File: src/hdl/qsve_pkg.sv
package qsve_pkg;

  localparam int GATE_W    = 18;
  localparam int GATE_FRAC = 16;
  localparam int IDX_W     = 6;
  localparam int DRAW_W    = 16;
  localparam int QCFG_W    = 3;
  localparam int CMD_W     = 3;

  localparam logic [QCFG_W-1:0] QCFG_RESET = 3'd6;

  localparam logic [CMD_W-1:0] CMD_GATE  = 3'd0;
  localparam logic [CMD_W-1:0] CMD_CNOT  = 3'd1;
  localparam logic [CMD_W-1:0] CMD_MEAS  = 3'd2;
  localparam logic [CMD_W-1:0] CMD_DUMP  = 3'd3;
  localparam logic [CMD_W-1:0] CMD_CLEAR = 3'd4;

  typedef enum logic [3:0] {
    S_IDLE,
    S_RDA,
    S_RDB,
    S_LATB,
    S_MAC,
    S_WRA,
    S_WRB,
    S_MRD,
    S_MSQA,
    S_MSQB,
    S_MACC,
    S_MMUL,
    S_MEND,
    S_DRD,
    S_DOUT,
    S_FIN
  } state_t;

  typedef struct packed {
    logic en;
    logic clr;
    logic sub;
  } mac_ctl_t;

  typedef struct packed {
    logic we;
    logic clr;
  } st_ctl_t;

endpackage

File: src/hdl/qubit_state_vector_engine_unit.sv
// State-vector engine for up to MAX_QUBITS qubits, amplitudes in signed Q2.F.
// Channels:
//   cfg  : cfg_valid/cfg_ready/cfg_data writes the active qubit count; always
//          ready, write it only while the engine is idle.
//   in   : in_valid/in_ready carries one command transaction; in_ready is high
//          only in the idle state.
//   out  : out_valid/out_ready returns results through an output register;
//          dump gives 2^n transactions, every other command gives one.
// Work, n active qubits, dim = 2^n, all on one shared multiply-accumulate
// unit and one amplitude store with one read and one write port:
//   gate    : per amplitude pair, two reads, 16 MAC steps and two writes
//   CNOT    : swapped pairs are read and written back, other pairs passed over
//   measure : squared magnitudes summed for the total, then the bit-serial
//             draw*total product, then a search over the entries
//   dump    : one entry at a time, waiting while the receiver stalls
//   clear, rejected command : straight to the result
// Reset: amplitude store returns to basis state 0 through per-entry valid
// bits, qubit count returns to 6, the output register empties.
// A stalled receiver holds the output register; the engine waits on it and
// takes no new command until its last result is loaded.
module qubit_state_vector_engine_unit #(
  parameter int MAX_QUBITS    = 6,
  parameter int AMP_FRAC_BITS = 16
) (
  input  logic                                clk,
  input  logic                                rst,
  input  logic                                cfg_valid,
  output logic                                cfg_ready,
  input  logic [qsve_pkg::QCFG_W-1:0]         cfg_data,
  input  logic                                in_valid,
  output logic                                in_ready,
  input  logic [qsve_pkg::CMD_W-1:0]          cmd,
  input  logic [2:0]                          target_qubit,
  input  logic [2:0]                          control_qubit,
  input  logic signed [qsve_pkg::GATE_W-1:0]  g00_re,
  input  logic signed [qsve_pkg::GATE_W-1:0]  g00_im,
  input  logic signed [qsve_pkg::GATE_W-1:0]  g01_re,
  input  logic signed [qsve_pkg::GATE_W-1:0]  g01_im,
  input  logic signed [qsve_pkg::GATE_W-1:0]  g10_re,
  input  logic signed [qsve_pkg::GATE_W-1:0]  g10_im,
  input  logic signed [qsve_pkg::GATE_W-1:0]  g11_re,
  input  logic signed [qsve_pkg::GATE_W-1:0]  g11_im,
  input  logic [qsve_pkg::DRAW_W-1:0]         rand_draw,
  output logic                                out_valid,
  input  logic                                out_ready,
  output logic                                status,
  output logic [qsve_pkg::IDX_W-1:0]          outcome,
  output logic [qsve_pkg::IDX_W-1:0]          amp_index,
  output logic signed [AMP_FRAC_BITS+1:0]     amp_re,
  output logic signed [AMP_FRAC_BITS+1:0]     amp_im,
  output logic                                last
);
  import qsve_pkg::*;

  localparam int MQ    = MAX_QUBITS;
  localparam int AMPW  = AMP_FRAC_BITS + 2;
  localparam int XW    = (AMPW > GATE_W) ? AMPW : GATE_W;
  localparam int ACCW  = XW + AMPW + 2;
  localparam int PS    = (AMP_FRAC_BITS > 16) ? 2 * (AMP_FRAC_BITS - 16) : 0;
  localparam int PW    = 2 * AMP_FRAC_BITS + 4 - PS;
  localparam int TW    = PW + MQ;
  localparam int DTW   = TW + DRAW_W;
  localparam int SCW   = 5;

  state_t state, state_next;

  logic [QCFG_W-1:0]       qcfg;
  logic [2:0]              n_cur, n_r;
  logic [CMD_W-1:0]        cmd_r;
  logic [2:0]              tq_r, cq_r;
  logic signed [GATE_W-1:0] g_r [8];
  logic [DRAW_W-1:0]       drw;
  logic                    rej_r;
  logic                    pass2;
  logic [MQ-1:0]           k;
  logic [SCW-1:0]          s;
  logic [MQ-1:0]           base_r;
  logic [MQ-1:0]           outcome_r;
  logic [TW-1:0]           total, cum, cum_new;
  logic [DTW-1:0]          dt;
  logic [PW-1:0]           p;
  logic                    found;

  logic signed [AMPW-1:0]  a_re, a_im, b_re, b_im;
  logic signed [AMPW-1:0]  ri_re, ri_im, rj_re, rj_im;

  logic [MQ-1:0]           full_mask, half_mask, low_mask, pair_i, pair_j, cm;
  logic                    k_full, k_half, out_free, accept, cmd_ok;

  mac_ctl_t                mac_ctl;
  st_ctl_t                 st_ctl;
  logic signed [XW-1:0]    mac_x;
  logic signed [AMPW-1:0]  mac_y;
  logic signed [ACCW-1:0]  mac_acc;
  logic signed [AMPW-1:0]  mac_rnd;
  logic [MQ-1:0]           raddr, waddr;
  logic signed [AMPW-1:0]  wre, wim, rre, rim;
  logic                    out_load;
  logic [1:0]              term, part;

  qsve_mac #(.XW(XW), .YW(AMPW)) u_mac (
    .clk (clk),
    .ctl (mac_ctl),
    .x   (mac_x),
    .y   (mac_y),
    .acc (mac_acc),
    .rnd (mac_rnd)
  );

  qsve_store #(.AB(MQ), .DW(AMPW)) u_store (
    .clk   (clk),
    .rst   (rst),
    .ctl   (st_ctl),
    .waddr (waddr),
    .wre   (wre),
    .wim   (wim),
    .raddr (raddr),
    .base  (base_r),
    .rre   (rre),
    .rim   (rim)
  );

  // active qubit count, clamped to 1..MAX_QUBITS
  always_comb begin
    if (qcfg == '0) begin
      n_cur = 3'd1;
    end else if (32'(qcfg) > MQ) begin
      n_cur = 3'(MQ);
    end else begin
      n_cur = qcfg;
    end
  end

  assign cfg_ready = 1'b1;
  assign in_ready  = (state == S_IDLE);
  assign accept    = in_valid && in_ready;
  assign out_free  = !out_valid || out_ready;

  // reject bad qubit indices and unknown commands up front
  always_comb begin
    case (cmd)
      CMD_GATE:  cmd_ok = (target_qubit < n_cur);
      CMD_CNOT:  cmd_ok = (target_qubit < n_cur) && (control_qubit < n_cur) &&
                          (target_qubit != control_qubit);
      CMD_MEAS:  cmd_ok = 1'b1;
      CMD_DUMP:  cmd_ok = 1'b1;
      CMD_CLEAR: cmd_ok = 1'b1;
      default:   cmd_ok = 1'b0;
    endcase
  end

  // pair addressing: insert a zero at the target bit of the pair counter
  assign full_mask = ~({MQ{1'b1}} << n_r);
  assign half_mask = full_mask >> 1;
  assign low_mask  = ~({MQ{1'b1}} << tq_r);
  assign pair_i    = ((k & ~low_mask) << 1) | (k & low_mask);
  assign pair_j    = pair_i | (MQ'(1) << tq_r);
  assign cm        = MQ'(1) << cq_r;
  assign k_full    = (k == full_mask);
  assign k_half    = (k == half_mask);

  // measurement arithmetic
  assign p       = PW'($unsigned(mac_acc) >> PS);
  assign cum_new = cum + TW'(p);
  assign found   = {cum_new, {DRAW_W{1'b0}}} >= dt;

  // MAC operand selection for the gate: part 0 re_i, 1 im_i, 2 re_j, 3 im_j
  assign part = s[3:2];
  assign term = s[1:0];

  always_comb begin
    mac_x = XW'(g_r[{part[1], term}]);
    if (term[1]) begin
      mac_y = (term[0] ^ part[0]) ? b_im : b_re;
    end else begin
      mac_y = (term[0] ^ part[0]) ? a_im : a_re;
    end
    if (state == S_MSQA) begin
      mac_x = XW'(rre);
      mac_y = rre;
    end else if (state == S_MSQB) begin
      mac_x = XW'(rim);
      mac_y = rim;
    end
  end

  always_ff @(posedge clk) begin
    if (rst) begin
      state <= S_IDLE;
    end else begin
      state <= state_next;
    end
  end

  // sequencer: next state and strobes
  always_comb begin
    state_next = state;
    mac_ctl    = '0;
    st_ctl     = '0;
    raddr      = k;
    waddr      = pair_i;
    wre        = ri_re;
    wim        = ri_im;
    out_load   = 1'b0;
    case (state)
      S_IDLE: begin
        if (accept) begin
          if (!cmd_ok) begin
            state_next = S_FIN;
          end else begin
            case (cmd)
              CMD_GATE:  state_next = S_RDA;
              CMD_CNOT:  state_next = S_RDA;
              CMD_MEAS:  state_next = S_MRD;
              CMD_DUMP:  state_next = S_DRD;
              CMD_CLEAR: begin
                state_next = S_FIN;
                st_ctl.clr = 1'b1;
              end
              default:   state_next = S_FIN;
            endcase
          end
        end
      end
      S_RDA: begin
        raddr = pair_i;
        if ((cmd_r == CMD_CNOT) && ((pair_i & cm) == '0)) begin
          state_next = k_half ? S_FIN : S_RDA;
        end else begin
          state_next = S_RDB;
        end
      end
      S_RDB: begin
        raddr      = pair_j;
        state_next = S_LATB;
      end
      S_LATB: begin
        raddr      = pair_j;
        state_next = (cmd_r == CMD_CNOT) ? S_WRA : S_MAC;
      end
      S_MAC: begin
        mac_ctl.en  = !s[4];
        mac_ctl.clr = (term == 2'd0);
        mac_ctl.sub = !part[0] && term[0];
        if (s[4]) begin
          state_next = S_WRA;
        end
      end
      S_WRA: begin
        st_ctl.we  = 1'b1;
        state_next = S_WRB;
      end
      S_WRB: begin
        st_ctl.we  = 1'b1;
        waddr      = pair_j;
        wre        = rj_re;
        wim        = rj_im;
        state_next = k_half ? S_FIN : S_RDA;
      end
      S_MRD: begin
        state_next = S_MSQA;
      end
      S_MSQA: begin
        mac_ctl.en  = 1'b1;
        mac_ctl.clr = 1'b1;
        state_next  = S_MSQB;
      end
      S_MSQB: begin
        mac_ctl.en = 1'b1;
        state_next = S_MACC;
      end
      S_MACC: begin
        if (!pass2) begin
          state_next = k_full ? S_MMUL : S_MRD;
        end else if (found || k_full) begin
          state_next = S_MEND;
        end else begin
          state_next = S_MRD;
        end
      end
      S_MMUL: begin
        if (s == SCW'(DRAW_W - 1)) begin
          state_next = S_MRD;
        end
      end
      S_MEND: begin
        st_ctl.clr = 1'b1;
        state_next = S_FIN;
      end
      S_DRD: begin
        state_next = S_DOUT;
      end
      S_DOUT: begin
        if (out_free) begin
          out_load   = 1'b1;
          state_next = k_full ? S_IDLE : S_DRD;
        end
      end
      S_FIN: begin
        if (out_free) begin
          out_load   = 1'b1;
          state_next = S_IDLE;
        end
      end
      default: state_next = S_IDLE;
    endcase
  end

  // configuration register and the store's basis mark
  always_ff @(posedge clk) begin
    if (rst) begin
      qcfg   <= QCFG_RESET;
      base_r <= '0;
    end else begin
      if (cfg_valid && cfg_ready) begin
        qcfg <= cfg_data;
      end
      if (accept && cmd_ok && (cmd == CMD_CLEAR)) begin
        base_r <= '0;
      end else if (state == S_MEND) begin
        base_r <= outcome_r;
      end
    end
  end

  // command capture, counters and work registers
  always_ff @(posedge clk) begin
    case (state)
      S_IDLE: begin
        if (accept) begin
          cmd_r     <= cmd;
          tq_r      <= target_qubit;
          cq_r      <= control_qubit;
          g_r[0]    <= g00_re;
          g_r[1]    <= g00_im;
          g_r[2]    <= g01_re;
          g_r[3]    <= g01_im;
          g_r[4]    <= g10_re;
          g_r[5]    <= g10_im;
          g_r[6]    <= g11_re;
          g_r[7]    <= g11_im;
          drw       <= rand_draw;
          rej_r     <= !cmd_ok;
          n_r       <= n_cur;
          k         <= '0;
          s         <= '0;
          pass2     <= 1'b0;
          total     <= '0;
          cum       <= '0;
          dt        <= '0;
          outcome_r <= '0;
        end
      end
      S_RDA: begin
        if ((cmd_r == CMD_CNOT) && ((pair_i & cm) == '0)) begin
          k <= k + MQ'(1);
        end
      end
      S_RDB: begin
        a_re <= rre;
        a_im <= rim;
      end
      S_LATB: begin
        b_re  <= rre;
        b_im  <= rim;
        s     <= '0;
        // swap for CNOT: i takes j's value, j takes i's
        ri_re <= rre;
        ri_im <= rim;
        rj_re <= a_re;
        rj_im <= a_im;
      end
      S_MAC: begin
        s <= s + SCW'(1);
        case (s)
          SCW'(4):  ri_re <= mac_rnd;
          SCW'(8):  ri_im <= mac_rnd;
          SCW'(12): rj_re <= mac_rnd;
          SCW'(16): rj_im <= mac_rnd;
          default:  ;
        endcase
      end
      S_WRB: begin
        k <= k + MQ'(1);
      end
      S_MACC: begin
        if (!pass2) begin
          total <= total + TW'(p);
          if (k_full) begin
            s <= '0;
          end else begin
            k <= k + MQ'(1);
          end
        end else begin
          cum <= cum_new;
          if (found) begin
            outcome_r <= k;
          end else begin
            k <= k + MQ'(1);
          end
        end
      end
      S_MMUL: begin
        // bit-serial draw * total, most significant draw bit first
        dt  <= {dt[DTW-2:0], 1'b0} + (drw[DRAW_W-1] ? DTW'(total) : '0);
        drw <= {drw[DRAW_W-2:0], 1'b0};
        s   <= s + SCW'(1);
        if (s == SCW'(DRAW_W - 1)) begin
          pass2 <= 1'b1;
          k     <= '0;
        end
      end
      S_DOUT: begin
        if (out_free) begin
          k <= k + MQ'(1);
        end
      end
      default: ;
    endcase
  end

  // output register
  always_ff @(posedge clk) begin
    if (rst) begin
      out_valid <= 1'b0;
    end else if (out_load) begin
      out_valid <= 1'b1;
    end else if (out_ready) begin
      out_valid <= 1'b0;
    end
  end

  always_ff @(posedge clk) begin
    if (out_load) begin
      if (state == S_DOUT) begin
        status    <= 1'b0;
        outcome   <= '0;
        amp_index <= IDX_W'(k);
        amp_re    <= rre;
        amp_im    <= rim;
        last      <= k_full;
      end else begin
        status    <= rej_r;
        outcome   <= (!rej_r && (cmd_r == CMD_MEAS)) ? IDX_W'(outcome_r) : '0;
        amp_index <= '0;
        amp_re    <= '0;
        amp_im    <= '0;
        last      <= 1'b1;
      end
    end
  end

  // store writes come only from the two write-back steps
  a_we_window: assert property (@(posedge clk) disable iff (rst)
    st_ctl.we |-> (state == S_WRA || state == S_WRB))
    else $error("amplitude store written outside write-back");

  // an accepted command always takes the engine out of the idle state
  a_busy_after_accept: assert property (@(posedge clk) disable iff (rst)
    accept |=> !in_ready)
    else $error("engine ready right after accepting a command");

  // a dump result carries the index of the entry just read
  a_dump_index: assert property (@(posedge clk) disable iff (rst)
    (state == S_DOUT && out_load) |=> (out_valid && amp_index == IDX_W'($past(k))))
    else $error("dump index mismatch");

endmodule

File: src/hdl/qsve_mac.sv
module qsve_mac #(
  parameter int XW = 18,
  parameter int YW = 18
) (
  input  logic                     clk,
  input  qsve_pkg::mac_ctl_t       ctl,
  input  logic signed [XW-1:0]     x,
  input  logic signed [YW-1:0]     y,
  output logic signed [XW+YW+1:0]  acc,
  output logic signed [YW-1:0]     rnd
);
  import qsve_pkg::*;

  localparam int AW = XW + YW + 2;
  localparam int SW = AW - GATE_FRAC;
  localparam logic signed [AW-1:0] HALF = AW'(1) << (GATE_FRAC - 1);

  logic signed [XW+YW-1:0] prod;
  logic signed [AW-1:0]    acc_base;
  logic signed [AW-1:0]    biased;
  logic signed [SW-1:0]    sh;
  logic                    ovf;

  assign prod     = x * y;
  assign acc_base = ctl.clr ? '0 : acc;

  always_ff @(posedge clk) begin
    if (ctl.en) begin
      if (ctl.sub) begin
        acc <= acc_base - AW'(prod);
      end else begin
        acc <= acc_base + AW'(prod);
      end
    end
  end

  // round to nearest (ties up), then saturate to the amplitude range
  assign biased = acc + HALF;
  assign sh     = biased[AW-1:GATE_FRAC];
  assign ovf    = !((&sh[SW-1:YW-1]) || !(|sh[SW-1:YW-1]));

  always_comb begin
    if (ovf) begin
      rnd = sh[SW-1] ? {1'b1, {(YW-1){1'b0}}} : {1'b0, {(YW-1){1'b1}}};
    end else begin
      rnd = sh[YW-1:0];
    end
  end

endmodule

File: src/hdl/qsve_store.sv
module qsve_store #(
  parameter int AB = 6,
  parameter int DW = 18
) (
  input  logic                 clk,
  input  logic                 rst,
  input  qsve_pkg::st_ctl_t    ctl,
  input  logic [AB-1:0]        waddr,
  input  logic signed [DW-1:0] wre,
  input  logic signed [DW-1:0] wim,
  input  logic [AB-1:0]        raddr,
  input  logic [AB-1:0]        base,
  output logic signed [DW-1:0] rre,
  output logic signed [DW-1:0] rim
);
  import qsve_pkg::*;

  localparam int DEPTH = 1 << AB;
  localparam logic signed [DW-1:0] ONE = DW'(1) << (DW - 2);

  logic signed [DW-1:0] mem_re [DEPTH];
  logic signed [DW-1:0] mem_im [DEPTH];
  logic [DEPTH-1:0]     vld;

  // an entry never written since the last clear reads as basis vector "base"
  always_ff @(posedge clk) begin
    if (rst || ctl.clr) begin
      vld <= '0;
    end else if (ctl.we) begin
      vld[waddr] <= 1'b1;
    end
  end

  always_ff @(posedge clk) begin
    if (ctl.we) begin
      mem_re[waddr] <= wre;
      mem_im[waddr] <= wim;
    end
  end

  always_ff @(posedge clk) begin
    if (vld[raddr]) begin
      rre <= mem_re[raddr];
      rim <= mem_im[raddr];
    end else begin
      rre <= (raddr == base) ? ONE : '0;
      rim <= '0;
    end
  end

endmodule
File: config.mk
export PLATFORM = sky130hd
export DESIGN_NAME = qubit_state_vector_engine_unit
export DESIGN_NICKNAME = d
export VERILOG_FILES = /design/src/hdl/qsve_pkg.sv /design/src/hdl/qubit_state_vector_engine_unit.sv /design/src/hdl/qsve_mac.sv /design/src/hdl/qsve_store.sv
export SDC_FILE = /design/constraint.sdc
export NUM_CORES = 2
export LEC_CHECK = 0
export BUFFER_PORTS_ARGS = -buffer_cell sky130_fd_sc_hd__buf_2
export CORE_MARGIN = 2
export CORE_UTILIZATION = 60
export DETAILED_ROUTE_END_ITERATION = 6
export GPL_TIMING_DRIVEN = 0
export PLACE_DENSITY = 0.77
export SLEW_MARGIN = 20
export SYNTH_ARGS = -nofsm -noshare
export SYNTH_HDL_FRONTEND = slang
export SYNTH_HIERARCHICAL = 1
export SYNTH_SLANG_ARGS = --single-unit
export TNS_END_PERCENT = 50
File: constraint.sdc
create_clock -name clk -period 12.95 [get_ports clk]
set_input_delay 1.9425 -clock clk [delete_from_list [all_inputs] [get_ports clk]]
set_output_delay 1.9425 -clock clk [all_outputs]
set_load 0.02 [all_outputs]
After elaboration in Yosys (flattened, before gate mapping)
Memory sizes are Yosys's and may differ from the RTL's. A register that Yosys moved wholly into a read port is not among the register bits.
Index checks and enable logic that the tools add are counted.
Widths: inputs -> output; s select.
{ "word_totals": {"mem_bits_rw": 2448, "n_memories": 3, "reg_bits": 517, "mem_bits_ro": 0, "out_inout_bits": 53, "latchBits": 0} }
{ "mem_list": {"columns": ["memory", "words", "width", "read_ports", "rd_ports_with_merged_regs", "wr", "line_no", "text"], "rows": [
  ["u_store.mem_im", 64, 18, 1, 1, 1, "qsve_store.sv:22", "logic signed [DW-1:0] mem_im [DEPTH];"],
  ["u_store.mem_re", 64, 18, 1, 0, 1, "qsve_store.sv:21", "logic signed [DW-1:0] mem_re [DEPTH];"],
  ["g_r", 8, 18, 1, 1, 8, "qubit_state_vector_engine_unit.sv:71", "logic signed [GATE_W-1:0] g_r [8];"]
]} }
{ "classes": {"muxes": 93, "shifts": 4, "n_eq_ne": 46, "n_bitwise": 11, "div_mod_pow": 0, "reduce_logical": 55, "mul": 1, "n_lt_le_gt_ge": 7, "n_addsub": 8} }
{ "op_table": {"columns": ["op", "count"], "rows": [
  ["$mux 18", 16],
  ["$mux 42", 4],
  ["$pmux 42 s2", 2],
  ["$pmux 18 s2", 4],
  ["$pmux 58 s2", 1],
  ["$add 42x36->42", 2],
  ["$mux 38", 2],
  ["$or 64x64->64", 1],
  ["$pmux 4 s16", 1],
  ["$mux 6", 10],
  ["$add 58x42->58", 1],
  ["$ge 58x58->1", 1],
  ["$mux 58", 1],
  ["$mux 4", 12],
  ["$add 38x17->38 const B", 1],
  ["$add 38x36->38", 1],
  ["$sub 38x36->38", 1],
  ["$mul 18x18->36", 1],
  ["$pmux 6 s6", 1],
  ["$eq 4x4->1 const B", 8],
  ["$pmux 16 s2", 1],
  ["$pmux 6 s2", 2],
  ["$ne 2x2->1 const B", 10],
  ["$pmux 5 s4", 1],
  ["other kinds (57)", 140]
]} }

Longest topological paths before layout
{ "depth": {"depth_word": 12, "ltp_mapped": 49} }

By module
Netlist, hierarchy kept.
{ "modules_own_cells": {"columns": ["module", "area_per_inst_um2", "cells_per_inst", "instances", "seq_area_each_um2"], "rows": [
  ["qsve_store", 90633.2, 3678, 1, 71188.3],
  ["qubit_state_vector_engine_unit", 29649.7, 2654, 1, 16165.5],
  ["qsve_mac", 17152.7, 1972, 1, 1141.1]
]} }

Least setup slack after synthesis
Ideal clock, no wire load.
{ "synth_path": {"path_kind": "register -> register", "startpoint": "reg s[2]", "endpoint": "reg u_mac.acc[31] (data pin)", "synth_period_minus_slack_ps": 10660, "path_slack_ps": 2290, "path_stages_with_launch": 43, "setup_ps": 195, "t_arrival_ps": 10466, "n_path_buf": 3, "cell_sequence": "edfxtp_1 > inv_1 > ha_1 > clkbuf_1 > clkbuf_1 > mux4_2 > nand2_1 > nand2_1 > clkbuf_1 > and2_1 > fa_1 > inv_1 > fa_1 > fa_1 > inv_1 > ha_1 > fa_1 > inv_1 > [... 7 more ...] > nor3_2 > a2111oi_4 > nand4_4 > nor4_4 > a21oi_1 > xor2_1 > ha_1 > nand2_1 > nor2_1 > and4_1 > nand2_1 > nor2_1 > a21oi_1 > o21ai_0 > o21a_1 > o21ai_0 > or4b_2 > o311ai_0"} }
{ "synth_via": {"elab_chain_len": 8} }
{ "synth_lines": {"columns": ["item", "line_no", "text"], "rows": [
  ["from (decl)", "qubit_state_vector_engine_unit.sv:76", "logic [SCW-1:0] s;"],
  ["from (signal assigned)", "qubit_state_vector_engine_unit.sv:374", "s <= s + SCW'(1);"],
  ["from (signal assigned)", "qubit_state_vector_engine_unit.sv:407", "s <= s + SCW'(1);"],
  ["$xor 1x1->1 (*)", "qubit_state_vector_engine_unit.sv:174, qubit_state_vector_engine_unit.sv:176", null],
  ["$mux 18, on equally long branches", "qubit_state_vector_engine_unit.sv:176, qubit_state_vector_engine_unit.sv:174", null],
  ["$mux 18 (*)", "qubit_state_vector_engine_unit.sv:173", "if (term[1]) begin"],
  ["$mux 18 (*)", "qubit_state_vector_engine_unit.sv:181", "end else if (state == S_MSQB) begin"],
  ["$mux 18 (*)", "qubit_state_vector_engine_unit.sv:178", "if (state == S_MSQA) begin"],
  ["named net mac_y[8]", "qubit_state_vector_engine_unit.sv:93", "logic signed [AMPW-1:0] mac_y;"],
  ["$mul 18x18->36 (*)", "qsve_mac.sv:24", "assign prod = x * y;"],
  ["$add 38x36->38 or $sub 38x36->38 (tied branches)", "qsve_mac.sv:32, qsve_mac.sv:30", null],
  ["$mux 38 (*)", "qsve_mac.sv:29", "if (ctl.sub) begin"],
  ["to (signal assigned)", "qsve_mac.sv:30", "acc <= acc_base - AW'(prod);"],
  ["to (signal assigned)", "qsve_mac.sv:32", "acc <= acc_base + AW'(prod);"],
  ["to (decl)", "qsve_mac.sv:9", "output logic signed [XW+YW+1:0] acc,"]
]} }
Mark *: on every way through the listed nets, which the timed path passes. The rest lies on a longest branch.
A chain may end at the register's enable or synchronous reset.

Final worst setup path
{ "layout_path": {"startpoint": "reg s[2]", "endpoint": "reg u_mac.acc[35] (data pin)"} }
The elaborated chain is that of the path after synthesis.

==> impl_metrics.ini <==
[status]
outcome = complete, but fails checks
violations = design-rule violations, max-capacitance violations, max-slew violations

[cts]
clock-root-buffer = clkbuf_16
clock_latency_ps = 1000
cts_sinks = 2986
clkSlewWorstSetupHoldPaths_ps = 60
cts-buffers-inserted = 314
cts_tree = done
htreeDepth = 5
clockBufferDepth = 4

[drt]
route.vias.total = 83474
antenna_left = 0
drt_iter0_markers = 12797
drc_errors = 29
drt-total-wl_mm = 423
vias_per_cell = 6.81
first_pass_iters = 7
wire_per_inst_um = 34.5

[floorplanning]
initial_core_util_pct = 60.4
placementRows = 175
die_area_um2 = 233000
io-pin-count = 230
die_w_um = 483
core_um2 = 227000
die_h_um = 483

[sta]
min_period_ps = 12570
grt_setup_unrepaired = no
skew_ps = 108
setup_viol = 0
relSlewSlack_pct = -3.63
slew_violations = 6
timing.fmax_mhz = 79.6
worstMarginPinSlew_ps = 1540
hold_ws_ps = 472
hold_viol_final = 0
fin_crit_sh_pct = 97.0

[worst_hold_path]
min_path_cells = 1
hp-start = u_store/vld[42]
hp-class = reg -> reg
min_to = u_store/vld[42]

[cells_and_area]
finalNonFillerCells = 12251
layout-drive-gt1-share_pct = 20.5
final_common_cell = edfxtp_1
layout_common_cells = edfxtp_1, mux4_2, nand2_1, inv_1, fa_1
nNetsFinal = 9797
syn_to_final_growth_pct = 14.0
final_util_pct = 68.9

[worst_setup_path]
slowest_delay_ps = 660
crit_path_start_kind = register
cp_common_cell = fa_1
worstSetupPathType = reg -> reg
cp_max_fo = 10
r2r_start = s[2]
endpoint_kind = register
cpMaxStageDelayCell = fa_1
timing.rr.end = u_mac/acc[35]
critical_path_required_ps = 13590
arrival_ps = 13200
rrSetupSlack_ps = 380
reg2reg_depth = 38

[synthesis]
synth_flop_cell = edfxtp_1
synth_area_um2 = 137000
avgSynthCellArea_um2 = 16.6
yosysWarnings = 6
syn_nets = 9110
synth_seq_cells = 2986
synth_edf_count = 2869
yosysSeqAreaShare_pct = 64.4
synth_cells = 8304
synth.distinct_cells = 97
synthArstFlopShare_pct = 0

[global_route]
grtUsageTotal_pct = 36.5
grt_pass1_wl_mm = 597
grt_pass1_vias = 83091
antenna_found_initial = 56
overflow = 0
grt_max_degree = 117

[placed_design]
port_buffers = 228
dp.final_hpwl_mm = 278
gp_congestion = 0.980
placed_cells = 11691

[flow_run]
drv_cap = 1
==> state kept, by name, summed over array words and instances (netlist names), 38 cells and up, named ones only <==
register	count
u_mac/acc	38
dt	58
u_store/mem_im	1152
u_store/vld	64
total	42
cum	42
u_store/mem_re	1152
g_r	144
==> cells in the mapped netlist (all sizes together) (101+ instances only) <==
| master | number | area (um2) |
|---|---|---|
| clkbuf | 253 | 950 |
| mux4 | 775 | 17500 |
| fa | 333 | 6670 |
| buf | 117 | 691 |
| ha | 296 | 3700 |
| nand2 | 650 | 2440 |
| and2 | 315 | 1970 |
| o21a | 102 | 766 |
| nor2 | 351 | 1330 |
| edfxtp | 2869 | 86200 |
| xnor2 | 162 | 1440 |
| inv | 518 | 1940 |
| a22oi | 101 | 758 |
| dfxtp | 117 | 2340 |
| a21oi | 275 | 1380 |
| o21ai | 166 | 831 |
==> worst max-delay path by stage <==
stage	slack, ps	start	depth (start not counted)	end
after global placement	-780	register	40	u_mac/acc[31]
after CTS	9	state[0]	44	u_mac/acc[31]
after detailed placement	-210	state[0]	45	u_mac/acc[37]
after floorplan	2290	s[2]	42	u_mac/acc[31]
after global routing	70	register	38	u_mac/acc[35]
final	380	s[2]	38	u_mac/acc[35]
==> what timing repair did <==
action,4_1_cts,5_1_grt
pin swaps,0,1
hold buffers,0,0
buffers inserted,0,1
endpoints found under the setup margin,5,9
resized for setup,3,43
==> kinds of logic after synthesis <==
logic type                 after synthesis  share of synthesized area, %
DFF                                   2986                          64.4
and+or+nand+nor                       1752                          6.14
AOI/OAI and AO/OA                      972                          4.63
buffers and inverters                  889                          2.61
muxes                                  833                          13.1
adders and majority gates              630                          7.55
xor gates and xnor gates               241                          1.55
other                                    1                       0.00273
==> per-stage QoR <==
step | setup slack, ps | TNS, ps | area (um2)
floorplan | 2290 | 0 | 137000
finish | 382 | 0 | 157000
CTS | 8.95 | 0 | 157000
detailed placement | -215 | -506 | 146000
global placement | -781 | -4660 | 142000
global route | 65.3 | 0 | 157000
==> critical path: cells and delay by family (launching register included) <==
| family | cells | cell delay, ps |
|---|---|---|
| muxes | 1 | 560 |
| AOI/OAI and AO/OA | 10 | 2850 |
| xor gates and xnor gates | 1 | 180 |
| and+or+nand+nor | 11 | 2220 |
| buffers and inverters | 6 | 1370 |
| adders and majority gates | 9 | 4580 |
| DFF | 1 | 490 |
==> per-layer routing <==
layer | part of all wire [%] | track usage (%) | up-vias | routed length, um
li1 | - | - | 33250 | -
met1 | 33 | 45.3 | 42395 | 138000
met2 | 47 | 57.4 | 6281 | 200000
met3 | 13 | 10.2 | 1504 | 53100
met4 | 7.5 | 22.2 | 44 | 31800
met5 | 0.072 | 0 | - | 306
==> area by class of cell <==
type | instances | area [um2]
clock inverter | 149 | 1700
fill | 13995 | 70800
tap | 3009 | 3760
inverter | 519 | 1960
antenna | 20 | 50.0
buffer | 361 | 1640
clock buffer | 398 | 8540
sequential | 2986 | 88500
multi-input combinational | 4429 | 46200
timing repair buffer | 380 | 4270
Power is left out: the tool's default activity adds up to more than one toggle a clock period on the data nets, which glitch-free logic cannot reach.
